**config.mk**
```make
export PLATFORM = sky130hd
export DESIGN_NAME = abpw_queue
export DESIGN_NICKNAME = d
export VERILOG_FILES = /design/src/design/abpw_pkg.sv /design/src/design/abpw_queue.sv
export SDC_FILE = /design/constraint.sdc
export NUM_CORES = 1
export LEC_CHECK = 0
export BUFFER_PORTS_ARGS = -buffer_cell sky130_fd_sc_hd__buf_2
export CORE_UTILIZATION = 45
export DETAILED_ROUTE_END_ITERATION = 6
export PLACE_DENSITY_LB_ADDON = 0.15
export SETUP_SLACK_MARGIN = 0.3
export SYNTH_ARGS = -nofsm -noshare
export SYNTH_HDL_FRONTEND = slang
export SYNTH_SLANG_ARGS = --single-unit
```
**constraint.sdc**
```tcl
create_clock -name clk -period 4.4 [get_ports clk]
set_input_delay 0.44 -clock clk [delete_from_list [all_inputs] [get_ports clk]]
set_output_delay 0.44 -clock clk [all_outputs]
set_load 0.01 [all_outputs]
```
**src/design/abpw_pkg.sv**
```systemverilog
// Package for the alpha blend pixel writer: shared types, codes and color helpers.
// Used by the top level, front, queue and back modules; depends on nothing.
`default_nettype none
package abpw_pkg;

  localparam int WIDX_W = 28;
  localparam int QUEUE_DEPTH = 4;

  typedef enum logic [1:0] {
    OP_DRAW = 2'd0,
    OP_LOAD = 2'd1,
    OP_READ = 2'd2,
    OP_NONE = 2'd3
  } op_t;

  typedef enum logic [1:0] {
    ST_WRITTEN = 2'd0,
    ST_SKIPPED = 2'd1,
    ST_LOADED  = 2'd2,
    ST_READ    = 2'd3
  } status_t;

  typedef enum logic [2:0] {
    REG_VIS_W   = 3'd0,
    REG_VIS_H   = 3'd1,
    REG_PAN_X   = 3'd2,
    REG_PAN_Y   = 3'd3,
    REG_FORMAT  = 3'd4,
    REG_PITCH   = 3'd5,
    REG_SCREEN  = 3'd6,
    REG_SPARE   = 3'd7
  } reg_idx_t;

  localparam logic [1:0] FMT_32BPP = 2'd0;
  localparam logic [1:0] FMT_565   = 2'd1;

  typedef enum logic [1:0] {
    K_SKIP = 2'd0,
    K_LOAD = 2'd1,
    K_READ = 2'd2,
    K_DRAW = 2'd3
  } kind_t;

  typedef enum logic {
    S_IDLE = 1'b0,
    S_EXEC = 1'b1
  } back_state_t;

  typedef struct packed {
    logic [11:0] vis_w;
    logic [11:0] vis_h;
    logic [11:0] pan_x;
    logic [11:0] pan_y;
    logic [1:0]  format;
    logic [15:0] pitch;
    logic [16:0] screen;
  } cfg_t;

  typedef struct packed {
    kind_t              kind;
    logic               hit;
    logic [WIDX_W-1:0]  widx;
    logic               half;
    logic               fmt16;
    logic               direct;
    logic [7:0]         alpha;
    logic [31:0]        data;
  } entry_t;

  function automatic logic [15:0] to565(input logic [31:0] c);
    to565 = {c[23:19], c[15:10], c[7:3]};
  endfunction

  function automatic logic [31:0] expand565(input logic [15:0] p);
    expand565 = {8'd0, p[15:11], 3'd0, p[10:5], 2'd0, p[4:0], 3'd0};
  endfunction

  function automatic logic [7:0] mix(input logic [7:0] fg, input logic [7:0] bg,
                                     input logic [7:0] a);
    logic [16:0] sum;
    sum = 17'(fg * {1'b0, a}) + 17'(bg * (9'd256 - {1'b0, a}));
    mix = sum[15:8];
  endfunction

endpackage
`default_nettype wire

```
**src/design/abpw_queue.sv**
```systemverilog
// Short queue of classified items between the front and back parts.
// Depends on abpw_pkg.
`default_nettype none
module abpw_queue (
  input  wire logic            clk,
  input  wire logic            rst_n,
  input  wire logic            push,
  input  wire abpw_pkg::entry_t push_data,
  output logic                 full,
  input  wire logic            pop,
  output abpw_pkg::entry_t     head,
  output logic                 empty
);
  localparam int PW = $clog2(abpw_pkg::QUEUE_DEPTH);

  abpw_pkg::entry_t mem_r [abpw_pkg::QUEUE_DEPTH];
  logic [PW-1:0] wr_ptr_r, rd_ptr_r;
  logic [PW:0]   count_r;

  assign full  = (count_r == (PW+1)'(abpw_pkg::QUEUE_DEPTH));
  assign empty = (count_r == '0);
  assign head  = mem_r[rd_ptr_r];

  always_ff @(posedge clk) begin
    if (push) begin
      mem_r[wr_ptr_r] <= push_data;
    end
  end

  always_ff @(posedge clk) begin
    if (!rst_n) begin
      wr_ptr_r <= '0;
      rd_ptr_r <= '0;
      count_r  <= '0;
    end else begin
      if (push) wr_ptr_r <= wr_ptr_r + 1'b1;
      if (pop) rd_ptr_r <= rd_ptr_r + 1'b1;
      count_r <= count_r + (PW+1)'(push) - (PW+1)'(pop);
    end
  end
endmodule
`default_nettype wire

```
==> run summary <==
status = finished clean
M1 WL = 8180 µm
Final HPWL DP = 11400 µm
Final GP Congestion = 0.676
DRC = 0
first-pass GRT wire length = 31000 µm
CTS sink count = 305
Netlist Area Pre-Place = 11100 µm²
PostCTS Resize Cnt = 0
I/O Buffers = 153
synthesized area per cell = 25.9 µm²
worst r2r src = wr_ptr_r[0]
setup TNS = 0 ps
starting density of the core = 45.9%
Reg2Reg Setup Slack = 2250 ps
CTS Buffer Depth = 3
CP Launch Type = register
ant diodes = 0
Tmin final = 3030 ps
worst path required time = 3960 ps
DRT Wirelength = 19800 µm
GRT overflow = 0
H-Tree Level Count = 1
Die ar. = 25400 µm²
worst-path maximum fanout = 41
metal3 WL = 1010 µm
initial antenna violation count = 1
P per Cell Area = 491 nW/µm²
metal2 WL = 10300 µm
largest net degree at the start of global routing = 75
RR Endpoint = mem_r[2][49]
Slew headroom = 23.6%
flops & latches, synth = 305
unrepaired setup endpoints after global routing = false
endpoints failing hold = 0
Max-Cap Viols = 0
routed len/inst = 20.9 µm
hold path depth = 1
Distinct cells, synth = 20
Post-CTS Setup Repair Bufs = 0
worst-skew pair later-pin latency = 540 ps
# nets final = 688
Top Metal Used = met5
core area = 24200 µm²
drt pass-1 iters = 4
Worst-path clk slew = 60 ps
clk_skew = 8.83 ps
CTS Buf Count = 30
DIE HEIGHT = 159 µm
reg2reg path depth = 4
Vias = 4971
Slew Viols, Final = 0
crit share post-route = 68.9%
post-synth net total = 514
Post-Syn Instances = 429
WHS Endpoint = mem_r[1][70]
HP Start = push_data[70]
CP Class = reg -> out
gr usage total = 16.1%
starting DRC count in detailed routing = 356
hold_ws = 114 ps
static leakage = 0.00446 µW
Post-CTS Hold Buffers = 0
die width = 159 µm
synth-to-layout area growth = 18.8%
maximum vdd ir drop = 323 µV
CTS tree = done
Core Rows = 57
Top-Level Pins = 154
Root Driver = clkbuf_16
slew at the pin with the worst max-slew slack = 1150 ps
Via density = 5.23
WP data arrival = 2590 ps
Yosys Warn Count = 0
Min-Delay Path Class = in -> reg
share of cells above drive strength 1 = 45.0%
antenna viol nets, final = 0
Setup crit end kind = output port
Highest Clock Rate = 330 MHz
sequential element share of the synthesized area = 81.5%
vias in the first global route = 5484
endpoints failing setup = 0
-- synthesized netlist by cell type, drive strengths merged --
library cell | count | share of area [%]
edfxtp | 296 | 80
mux4 | 74 | 15
buf | 15 | 1.1
dfxtp | 9 | 1.6
inv | 7 | 0.24
and2 | 6 | 0.34
ha | 6 | 0.67
nor2 | 5 | 0.17
xnor2 | 2 | 0.16
a21bo | 1 | 0.090
a21oi | 1 | 0.045
and3 | 1 | 0.056
clkbuf | 1 | 0.034
fa | 1 | 0.18
mux2i | 1 | 0.090
nand3b | 1 | 0.068
nor3 | 1 | 0.045
xor3 | 1 | 0.21
-- state kept, by name, summed over array words and instances (netlist names), named ones only --
signal and cells:
wr_ptr_r 2, rd_ptr_r 2, mem_r 296, count_r 3
-- per-stage QoR --
step	area (µm²)	total power, µW	setup WS, ps	std cells	utilization (%)
finish	13200	6490	1370	950	54.5
global route	13200	6740	1140	950	54.5
CTS	13200	6570	1240	950	54.5
detailed placement	12200	4060	1820	895	50.5
global placement	12200	4030	1810	895	50.5
floorplan	11100	3810	1690	429	-
-- logic make-up (layout without fill, tap and decap cells) --
family                     after synthesis  after routing  share of synthesized area (%)
DFF                                    305            305                           81.5
muxes                                   75             75                           15.1
buffers and inverters                   23            220                           1.36
and+or+nand+nor                         14             14                          0.675
adders and majority gates                7              7                          0.855
xor gates and xnor gates                 3              3                          0.371
AOI/OAI and AO/OA                        2              2                          0.135
-- critical path, cell delays in order (launching register included) --
cell,delay (ps)
dfxtp_4,890
buf_12,350
mux4_2,580
buf_2,160
-- layout make-up --
class | count | area [µm²]
fillers | 1888 | 11000
flip-flops and latches | 305 | 9080
multi-input cells | 101 | 1910
repair buffers | 158 | 816
clock buffers | 35 | 791
well taps | 324 | 405
clock inverters | 20 | 190
inverters | 7 | 26.3
-- power by group --
group | switching, µW | internal (µW)
logic | 281 | 281
registers | 76.1 | 3340
clock network | 1000 | 1510
-- cells in the final DEF, fill, tap and decap left out --
master / count
buf_2: 153
mux4_2: 74
edfxtp_1: 296
mux2i_1: 1
and2_4: 4
clkbuf_16: 31
a21bo_2: 1
clkinv_1: 8
a21oi_1: 1
clkinv_2: 8
and2_1: 2
nand3b_1: 1
bufinv_16: 4
xor3_1: 1
buf_4: 4
and3_1: 1
xnor2_1: 2
fa_1: 1
buf_12: 1
dfxtp_1: 7
nor2_1: 5
nor3_1: 1
ha_1: 6
dfxtp_4: 2
clkbuf_1: 4
inv_1: 7
-- how the worst max path moves through the flow --
stage / from / to / slack (ps) / cells after the start
detailed placement: register / head[28] / 1820 / 3
floorplan: wr_ptr_r[0] / mem_r[0][0] / 1690 / 3
CTS: register / head[28] / 1240 / 3
global route: register / head[28] / 1140 / 3
finish: register / head[28] / 1370 / 3
global placement: register / head[28] / 1810 / 3
-- metal layers --
metal,vias to the layer above,GRT usage (%)
met2,144,28.0
met4,2,4.33
met1,2609,20.7
li1,2184,-
met3,32,3.18
met5,-,0
(Power assumes the default switching activity.)
