===== config.mk =====
export PLATFORM = sky130hd
export DESIGN_NAME = abpw_front
export DESIGN_NICKNAME = d
export VERILOG_FILES = /design/src/design/abpw_pkg.sv /design/src/design/abpw_front.sv
export SDC_FILE = /design/constraint.sdc
export NUM_CORES = 1
export LEC_CHECK = 0
export BUFFER_PORTS_ARGS = -buffer_cell sky130_fd_sc_hd__buf_2
export CAP_MARGIN = 20
export CELL_PAD_IN_SITES_DETAIL_PLACEMENT = 1
export CELL_PAD_IN_SITES_GLOBAL_PLACEMENT = 1
export CORE_MARGIN = 1.5
export CORE_UTILIZATION = 46
export DETAILED_ROUTE_END_ITERATION = 12
export GPL_ROUTABILITY_DRIVEN = 0
export PLACE_DENSITY_LB_ADDON = 0.1
export SYNTH_ARGS = -nofsm -noshare
export SYNTH_HDL_FRONTEND = slang
export SYNTH_SLANG_ARGS = --single-unit

===== constraint.sdc =====
create_clock -name clk -period 25.2 [get_ports clk]
set_input_delay 5.04 -clock clk [delete_from_list [all_inputs] [get_ports clk]]
set_output_delay 5.04 -clock clk [all_outputs]
set_load 0.02 [all_outputs]

===== src/design/abpw_pkg.sv =====
// Package for the alpha blend pixel writer: shared types, codes and color helpers.
// Used by the top level, front, queue and back modules; depends on nothing.
`default_nettype none
package abpw_pkg;

  localparam int WIDX_W = 28;
  localparam int QUEUE_DEPTH = 4;

  typedef enum logic [1:0] {
    OP_DRAW = 2'd0,
    OP_LOAD = 2'd1,
    OP_READ = 2'd2,
    OP_NONE = 2'd3
  } op_t;

  typedef enum logic [1:0] {
    ST_WRITTEN = 2'd0,
    ST_SKIPPED = 2'd1,
    ST_LOADED  = 2'd2,
    ST_READ    = 2'd3
  } status_t;

  typedef enum logic [2:0] {
    REG_VIS_W   = 3'd0,
    REG_VIS_H   = 3'd1,
    REG_PAN_X   = 3'd2,
    REG_PAN_Y   = 3'd3,
    REG_FORMAT  = 3'd4,
    REG_PITCH   = 3'd5,
    REG_SCREEN  = 3'd6,
    REG_SPARE   = 3'd7
  } reg_idx_t;

  localparam logic [1:0] FMT_32BPP = 2'd0;
  localparam logic [1:0] FMT_565   = 2'd1;

  typedef enum logic [1:0] {
    K_SKIP = 2'd0,
    K_LOAD = 2'd1,
    K_READ = 2'd2,
    K_DRAW = 2'd3
  } kind_t;

  typedef enum logic {
    S_IDLE = 1'b0,
    S_EXEC = 1'b1
  } back_state_t;

  typedef struct packed {
    logic [11:0] vis_w;
    logic [11:0] vis_h;
    logic [11:0] pan_x;
    logic [11:0] pan_y;
    logic [1:0]  format;
    logic [15:0] pitch;
    logic [16:0] screen;
  } cfg_t;

  typedef struct packed {
    kind_t              kind;
    logic               hit;
    logic [WIDX_W-1:0]  widx;
    logic               half;
    logic               fmt16;
    logic               direct;
    logic [7:0]         alpha;
    logic [31:0]        data;
  } entry_t;

  function automatic logic [15:0] to565(input logic [31:0] c);
    to565 = {c[23:19], c[15:10], c[7:3]};
  endfunction

  function automatic logic [31:0] expand565(input logic [15:0] p);
    expand565 = {8'd0, p[15:11], 3'd0, p[10:5], 2'd0, p[4:0], 3'd0};
  endfunction

  function automatic logic [7:0] mix(input logic [7:0] fg, input logic [7:0] bg,
                                     input logic [7:0] a);
    logic [16:0] sum;
    sum = 17'(fg * {1'b0, a}) + 17'(bg * (9'd256 - {1'b0, a}));
    mix = sum[15:8];
  endfunction

endpackage
`default_nettype wire


===== src/design/abpw_front.sv =====
// Front part: accepts items, clips and addresses draws, and queues the classified entry.
// Depends on abpw_pkg.
`default_nettype none
module abpw_front #(
  parameter int BUFFER_WORDS = 16384
) (
  input  wire logic              clk,
  input  wire logic              rst_n,
  input  wire abpw_pkg::cfg_t    cfg,
  input  wire logic              in_valid,
  output logic                   in_stall,
  input  wire logic [1:0]        in_operation,
  input  wire logic [11:0]       in_pos_x,
  input  wire logic [11:0]       in_pos_y,
  input  wire logic [31:0]       in_pixel_color,
  input  wire logic [8:0]        in_opacity,
  input  wire logic [13:0]       in_word_index,
  input  wire logic [31:0]       in_load_data,
  output logic                   q_push,
  output abpw_pkg::entry_t       q_data,
  input  wire logic              q_full
);
  localparam logic [abpw_pkg::WIDX_W-1:0] LIMIT = abpw_pkg::WIDX_W'(BUFFER_WORDS);

  logic        s1_v_r;
  logic [1:0]  op_r;
  logic [31:0] data_r;
  logic        direct_r, fmt16_r, early_skip_r;
  logic [7:0]  alpha_r;
  logic [13:0] widx_r;
  logic [14:0] xprod_r;
  logic [28:0] yprod_r;

  logic        accept, fmt16, early_skip;
  logic [12:0] xsum, ysum;
  logic [15:0] pitch4;
  logic [29:0] loc;
  logic [abpw_pkg::WIDX_W-1:0] word, widx_ext;

  assign in_stall = s1_v_r && q_full;
  assign accept   = in_valid && !in_stall;
  assign q_push   = s1_v_r && !q_full;

  assign fmt16  = (cfg.format == abpw_pkg::FMT_565);
  assign xsum   = 13'(in_pos_x) + 13'(cfg.pan_x);
  assign ysum   = 13'(in_pos_y) + 13'(cfg.pan_y);
  assign pitch4 = {cfg.pitch[15:2], 2'b00};
  assign early_skip = (in_pos_x >= cfg.vis_w) || (in_pos_y >= cfg.vis_h) ||
                      (in_opacity == 9'd0) ||
                      (cfg.format != abpw_pkg::FMT_32BPP && !fmt16);

  always_ff @(posedge clk) begin
    if (!rst_n) begin
      s1_v_r <= 1'b0;
    end else if (accept) begin
      s1_v_r <= 1'b1;
    end else if (q_push) begin
      s1_v_r <= 1'b0;
    end
  end

  always_ff @(posedge clk) begin
    if (accept) begin
      op_r         <= in_operation;
      data_r       <= (in_operation == abpw_pkg::OP_LOAD) ? in_load_data : in_pixel_color;
      direct_r     <= in_opacity[8];
      alpha_r      <= in_opacity[7:0];
      fmt16_r      <= fmt16;
      early_skip_r <= early_skip;
      widx_r       <= in_word_index;
      xprod_r      <= fmt16 ? {1'b0, xsum, 1'b0} : {xsum, 2'b00};
      yprod_r      <= 29'(ysum * pitch4);
    end
  end

  assign loc      = 30'(xprod_r) + 30'(yprod_r);
  assign word     = loc[29:2];
  assign widx_ext = abpw_pkg::WIDX_W'(widx_r);

  always_comb begin
    q_data        = '0;
    q_data.data   = data_r;
    q_data.alpha  = alpha_r;
    q_data.direct = direct_r;
    q_data.fmt16  = fmt16_r;
    q_data.half   = loc[1];
    unique case (op_r)
      abpw_pkg::OP_DRAW: begin
        q_data.widx = word;
        q_data.hit  = 1'b1;
        if (early_skip_r || loc >= 30'(cfg.screen) || word >= LIMIT) begin
          q_data.kind = abpw_pkg::K_SKIP;
        end else begin
          q_data.kind = abpw_pkg::K_DRAW;
        end
      end
      abpw_pkg::OP_LOAD: begin
        q_data.kind = abpw_pkg::K_LOAD;
        q_data.widx = widx_ext;
        q_data.hit  = widx_ext < LIMIT;
      end
      abpw_pkg::OP_READ: begin
        q_data.kind = abpw_pkg::K_READ;
        q_data.widx = widx_ext;
        q_data.hit  = widx_ext < LIMIT;
      end
      default: begin
        q_data.kind = abpw_pkg::K_SKIP;
      end
    endcase
  end
endmodule
`default_nettype wire


==> run metrics, run 1 <==
share of post-route cells with drive strength above 1 a little over a fifth; CTS tree yes; clk_skew 10.3 ps; Hold Path Class reg -> reg; Worst-Margin Slew 760 ps; fillers 3,228; Max Fclk 81.4 MHz; DR WL/cell 17.2 um; Synth area leader edfxtp_1; complex-gate fraction of the synthesized area 9.17%; most frequent cells in the layout buf_2, inv_1, ha_1; Post-Syn Instances between 1,000 and 1,500; sequential group share of total power 14.0%; I/O Pins 276; # setup viols final 0; VDD IR-drop max 163 uV; Worst-Skew Late Latency roughly 340 ps; Total Power 2410 uW; DIE HEIGHT between 150 and 200 um; Vias/cell 5.13; commonest non-fill, non-tap cell in the layout buf_2; Mapped Area 12,800 sq um; clk buf depth 2; Die Area 28,700 sq um; critical path class in -> out; Max-slew headroom 49.3%; Final Critical Period 12,290 ps; CTS Root Cell clkbuf_16; Initial Utilization a little under half; Leak 0.00747 uW; Comb power frac 79.8%; Clock H-tree levels 3; initial antenna violation count 2; cts hold-fix bufs 0; vias in the first global route roughly 11,000; status completed; library cells used by synthesis 54; nets@finish 2,088; fin crit share 48.8%; Pre-antenna DRT Iters 4; Final Hold Fails 0; Max Slew Vio Count 0; Max Cap Violations 0; largest family of logic cells by synthesized area adder cells; gr ovfl total 0; clock slew at reported path FFs 70 ps; Clk network pwr share under 10%; Hold Slack 694 ps; ANT nets after route 0; 1st-iter DRT viols 469; Synth Flop Type edfxtp_1; DRC viols 0; FFs w/ async S/R, synth 0%; core area 27,100 sq um; pwr dens roughly 160 nW/um^2; Synth top area share 23.5%; Pint 1230 uW; Global Route Usage Sum between 20% and 30%; unrepaired setup endpoints after global routing no; Die Wd 170 um; Avg Cell Area, Syn 9.46 sq um; synth top area cells edfxtp_1, fa_1, ha_1, inv_1, nand2_1; total nets after synthesis between 1,500 and 2,000; Sw Pwr 1190 uW; sequential share of the synthesized area 23.7%; Final Cell Area 14,800 sq um; synth warn 0; FF+latch count, synth 101; Fin Setup TNS 0 ps; TritonCTS buffer count 9; Sink Count 101; WP data arrival 7250 ps; CP startpoint kind input pin; Row Count 60; Post-synth EDFFs 100; Crit. End Element output pin; first-pass GRT wire length around 55 mm; cell area after placement 14,500 sq um; adder-cell share of the synthesized area 36.0%; synthesis-to-finish area growth 16.3%; mux share of post-synthesis cell area 3.31%; sw frac 49.2%; Routed WL roughly 34 mm; XOR/XNOR Fraction of Synth Area 4.60%; critical path required time 20,160 ps; post-CTS setup buffer count 0; simple logic cell fraction of the synthesized area between 10% and 20%; post-DP HPWL 28.9 mm; Crit Path Max Fanout 2; via count just over 10,000; # resized after CTS 0; largest net degree at the start of global routing between 50 and 60; PortBufs 273
==> path summary, 6_finish.rpt <==
kind	startpoint	end	slack [ps]	cells past startpoint
max	cfg[1]	q_data[73]	12910	13
min	s1_v_r	s1_v_r	690	2
max reg2reg	s1_v_r	yprod_r[18]	23010	4
min reg2reg	s1_v_r	s1_v_r	690	2
==> critical path: stages <==
cell	delay (ps)
buf_2	80
inv_1	30
ha_1	270
nor2b_1	130
nor3_1	120
o21ai_0	110
a31oi_1	350
o211ai_1	160
o2111a_1	170
nor4_1	270
nand4_1	160
mux2i_1	160
buf_2	200
==> sequential cells by signal, summed over array words and instances (netlist names), 2 cells and up <==
| register | count |
|---|---|
| op_r | 2 |
| yprod_r | 27 |
| xprod_r | 14 |
| widx_r | 14 |
| data_r | 32 |
| alpha_r | 8 |
==> synth_stat cells, drive strengths merged (7+ instances only) <==
| cell type | instances |
|---|---|
| buf | 8 |
| o21a | 9 |
| nor3 | 17 |
| xnor2 | 43 |
| ha | 151 |
| nor2 | 63 |
| mux2 | 34 |
| clkbuf | 37 |
| inv | 245 |
| a22oi | 15 |
| fa | 135 |
| a21oi | 50 |
| a21o | 22 |
| nand2 | 147 |
| nor4 | 7 |
| a211oi | 7 |
| a31oi | 7 |
| nand3 | 18 |
| edfxtp | 100 |
| and2 | 73 |
| nor2b | 14 |
| o21ai | 40 |
| nand2b | 26 |
| xor2 | 24 |
==> routing by layer <==
layer	part of all wire, %	track usage [%]	wire length (um)
met5	0	0	0
met4	2.1	6.39	705
met3	4.6	2.40	1590
met2	52	46.6	17900
met1	41	28.4	14000
==> per-stage QoR <==
stage	setup slack (ps)	instances	util [%]
2_1_floorplan	13280	1349	-
3_3_place_gp	12370	1962	53.5
4_1_cts	12850	1979	54.8
3_5_place_dp	12780	1963	53.6
5_1_grt	12730	1980	54.8
6_report	12910	1980	54.8
==> cells by family after synthesis <==
family / after synthesis
AOI/OAI and AO/OA: 180
and+or+nand+nor: 386
adders and majority gates: 286
xor gates and xnor gates: 67
muxes: 38
DFF: 101
buffers and inverters: 291
==> layout make-up <==
type	instances	area, sq um	area share, %
Inverter	246	923	6.22
Multi-Input combinational cell	957	8630	58.2
Clock buffer	9	225	1.52
Timing Repair Buffer	287	1470	9.91
Sequential cell	101	3020	20.4
Tap cell	372	465	3.14
Antenna cell	1	2.50	0.0169
Clock inverter	7	98.8	0.666
==> power by group through the flow <==
stage | registers (uW) | clock network (uW) | logic [uW]
floorplan | 336 | 0 | 1490
global placement | 340 | 0 | 1860
detailed placement | 342 | 0 | 1940
CTS | 338 | 152 | 1950
global route | 342 | 159 | 2220
finish | 338 | 150 | 1930
No activity file was read; power rests on OpenSTA's default activity.
==> run 2, diff against run 1 <==
--- a/config.mk
+++ b/config.mk
@@ -5,12 +5,13 @@
 export SDC_FILE = /design/constraint.sdc
 export NUM_CORES = 1
 export LEC_CHECK = 0
+export ABC_AREA = 1
 export BUFFER_PORTS_ARGS = -buffer_cell sky130_fd_sc_hd__buf_2
 export CAP_MARGIN = 20
 export CELL_PAD_IN_SITES_DETAIL_PLACEMENT = 1
 export CELL_PAD_IN_SITES_GLOBAL_PLACEMENT = 1
 export CORE_MARGIN = 1.5
-export CORE_UTILIZATION = 46
+export CORE_UTILIZATION = 38
 export DETAILED_ROUTE_END_ITERATION = 12
 export GPL_ROUTABILITY_DRIVEN = 0
 export PLACE_DENSITY_LB_ADDON = 0.1
==> constraint.sdc (replaced) <==
create_clock -name clk -period 11.08 [get_ports clk]
set_input_delay 2.216 -clock clk [delete_from_list [all_inputs] [get_ports clk]]
set_output_delay 2.216 -clock clk [all_outputs]
set_load 0.02 [all_outputs]
==> run 2 against run 1 <==
Effect of this change: combinational power rose by 120%; sequential power up 120%; critical endpoint is now yprod_r[28]; worst setup slack got worse by 10000 ps; via count up 7.9%; non-clock buffer count decreased by 10.
==> run metrics, run 2 <==
max reg flops 32; Clock H-tree levels 3; Initial Utilization 38.5%; 1st-iter DRT viols 365; cell area after placement 15,100 sq um; origin of the worst min-delay path s1_v_r; Die Area about 36,000 sq um; Global Route Usage Sum 20.3%; WP buf/inv 8; PortBufs roughly 270; Post-Syn Instances 1,609; synthesis-to-finish area growth 16.0%; Hold Path End s1_v_r; Vias/cell roughly 4.7; commonest non-fill, non-tap cell in the layout nand2_1; first-pass GRT wire length 58.8 mm; Die Wd 190 um; # diodes 0; cell repeated most along the worst path inv_1; most common cell in the netlist nand2_1; library cells used by synthesis 50; # resized after CTS 0; Max Cap Violations 0; WL met3 between 1 and 1.5 mm; # setup viols final 0; initial antenna violation count 0; Post-synth EDFFs 100; synth warn 0; Pre-antenna DRT Iters 4; Avg Cell Area, Syn ~8 sq um; worst reg2reg path depth 5; FF+latch count, synth 101; crit-path max cell delay between 600 and 700 ps; core area 34,500 sq um; post-DP HPWL between 30 and 40 mm; Max Fclk 116 MHz; Final Cell Area ~15,000 sq um; Fin Setup TNS 0 ps; Setup WS pre-CTS 1990 ps; most flop-heavy register data_r; via count approximately 11,000; ANT nets after route 0; Mapped Area 13,300 sq um; Crit-path slowest cell o21bai_2; sequential share of the synthesized area a little under a quarter; VDD IR-drop max 253 uV; fillers 4,322; Reg2Reg Setup Slack 9000 ps; Sink Count 101; Post-Route M1 WL 16.6 mm; synth cell count leaders nand2_1, inv_1, ha_1; Met2 Routed Length around 17 mm; Worst R2R Start s1_v_r; vias in the first global route ~12,000; DR WL/cell ~15 um; Core Util, Final 44.6%; fin crit share between 70 and 80%; CTS tree yes; Max Slew Vio Count 0; FFs w/ async S/R, synth 0%; unrepaired setup endpoints after global routing no; clk buf depth 2; pwr dens 342 nW/um^2; Leak 0.00833 uW; gr ovfl total 0; Synth Flop Type edfxtp_1; nets@finish between 2,000 and 2,500; largest net degree at the start of global routing 53; critical path class in -> reg; Row Count 68; Routed WL 35.4 mm; I/O Pins 276; CTS Root Cell clkbuf_16; final worst setup slack 2460 ps; Synth area leader edfxtp_1; Crit Path Max Fanout 14; Worst-Skew Late Latency ~350 ps; CP startpoint kind input pin; Highest Signal Layer met4; clk_skew 5.14 ps; TritonCTS buffer count 9; Crit. End Element register; synth top area cells edfxtp_1, fa_1, ha_1, nand2_1, inv_1; Final Hold Fails 0; WP data arrival 8720 ps; biggest regs data_r: 32 flops, yprod_r: 27 flops; Final Critical Period 8620 ps; status completed; Worst-Margin Slew approximately 760 ps; Synth top area share between 20 and 25%; total nets after synthesis 2,095; DRC viols 0; most frequent cells in the layout nand2_1, inv_1, buf_2; cts hold-fix bufs 0; Crit path max-delay family adder cells; critical path required time 11,180 ps; post-CTS setup buffer count 0; Hold Path Class reg -> reg; share of post-route cells with drive strength above 1 20.1%; Max-slew headroom between 40% and 50%; Total Power 5250 uW; hold path cells 2; Critical R2R Capture yprod_r[20]; DIE HEIGHT 190 um; clock slew at reported path FFs 70 ps
[run 2: changes by cell type in the layout (fill, tap and decap cells not counted), sizes merged, moves of 32 or more]
cell	previous run	this run
nor2	63	108
nand2	147	389
and2	73	0
inv	246	377
nand3	18	60
xnor2	43	11
a21oi	50	88
[run 2: cells by family (layout without fill, tap and decap cells)]
group,after synthesis,in the layout,synth area share [%]
AOI/OAI and AO/OA,144,144,6.33
muxes,36,36,3.02
adders and majority gates,286,286,34.6
xor gates and xnor gates,46,46,3.24
and+or+nand+nor,591,591,18.4
DFF,101,101,22.8
buffers and inverters,405,667,11.6
[run 2: power by group]
| group | leakage, uW | internal [uW] | switching (uW) | total, uW |
|---|---|---|---|---|
| logic | 0.00722 | 1630 | 2580 | 4210 |
| clock network | 0.000134 | 154 | 140 | 294 |
| registers | 0.000977 | 707 | 46.1 | 753 |
[run 2: worst max-delay path by stage]
stage	from	endpoint	slack (ps)	cells past startpoint
2_1_floorplan	cfg[35]	yprod_r[25]	3100	28
3_3_place_gp	in_pos_y[0]	yprod_r[28]	2100	31
3_5_place_dp	in_pos_y[0]	yprod_r[28]	1990	31
4_1_cts	in_pos_y[0]	yprod_r[28]	2400	31
5_1_grt	in_pos_y[0]	yprod_r[28]	1910	31
6_report	in_pos_y[0]	yprod_r[28]	2460	31
[run 2: worst reg2reg max path, stage by stage, from the launching register on]
cell     delay (ps)
dfxtp_1         310
nand2_1          70
inv_1            70
nor2_4           80
buf_4           510
buf_4           640
[run 2: per-layer routing]
metal	up-vias	global-route usage (%)
li1	5516	-
met3	15	1.62
met2	180	37.2
met1	5250	26.1
met4	0	3.97
met5	-	0
[run 2: final cells by class]
cell class / instances / area, sq um / area share, %
Clock buffer: 10 / 229 / 1.49
Clock inverter: 6 / 43.8 / 0.285
Inverter: 374 / 1400 / 9.13
Multi-Input combinational cell: 1103 / 8700 / 56.6
Sequential cell: 101 / 3020 / 19.7
Tap cell: 455 / 569 / 3.70
Timing Repair Buffer: 277 / 1400 / 9.09
[run 2: metrics by stage]
| stage | std cells | hold WS, ps |
|---|---|---|
| final | 2326 | 506 |
| after global routing | 2326 | 543 |
| after CTS | 2326 | 517 |
| after detailed placement | 2310 | 508 |
| after global placement | 2309 | 479 |
| after floorplan | 1609 | 463 |
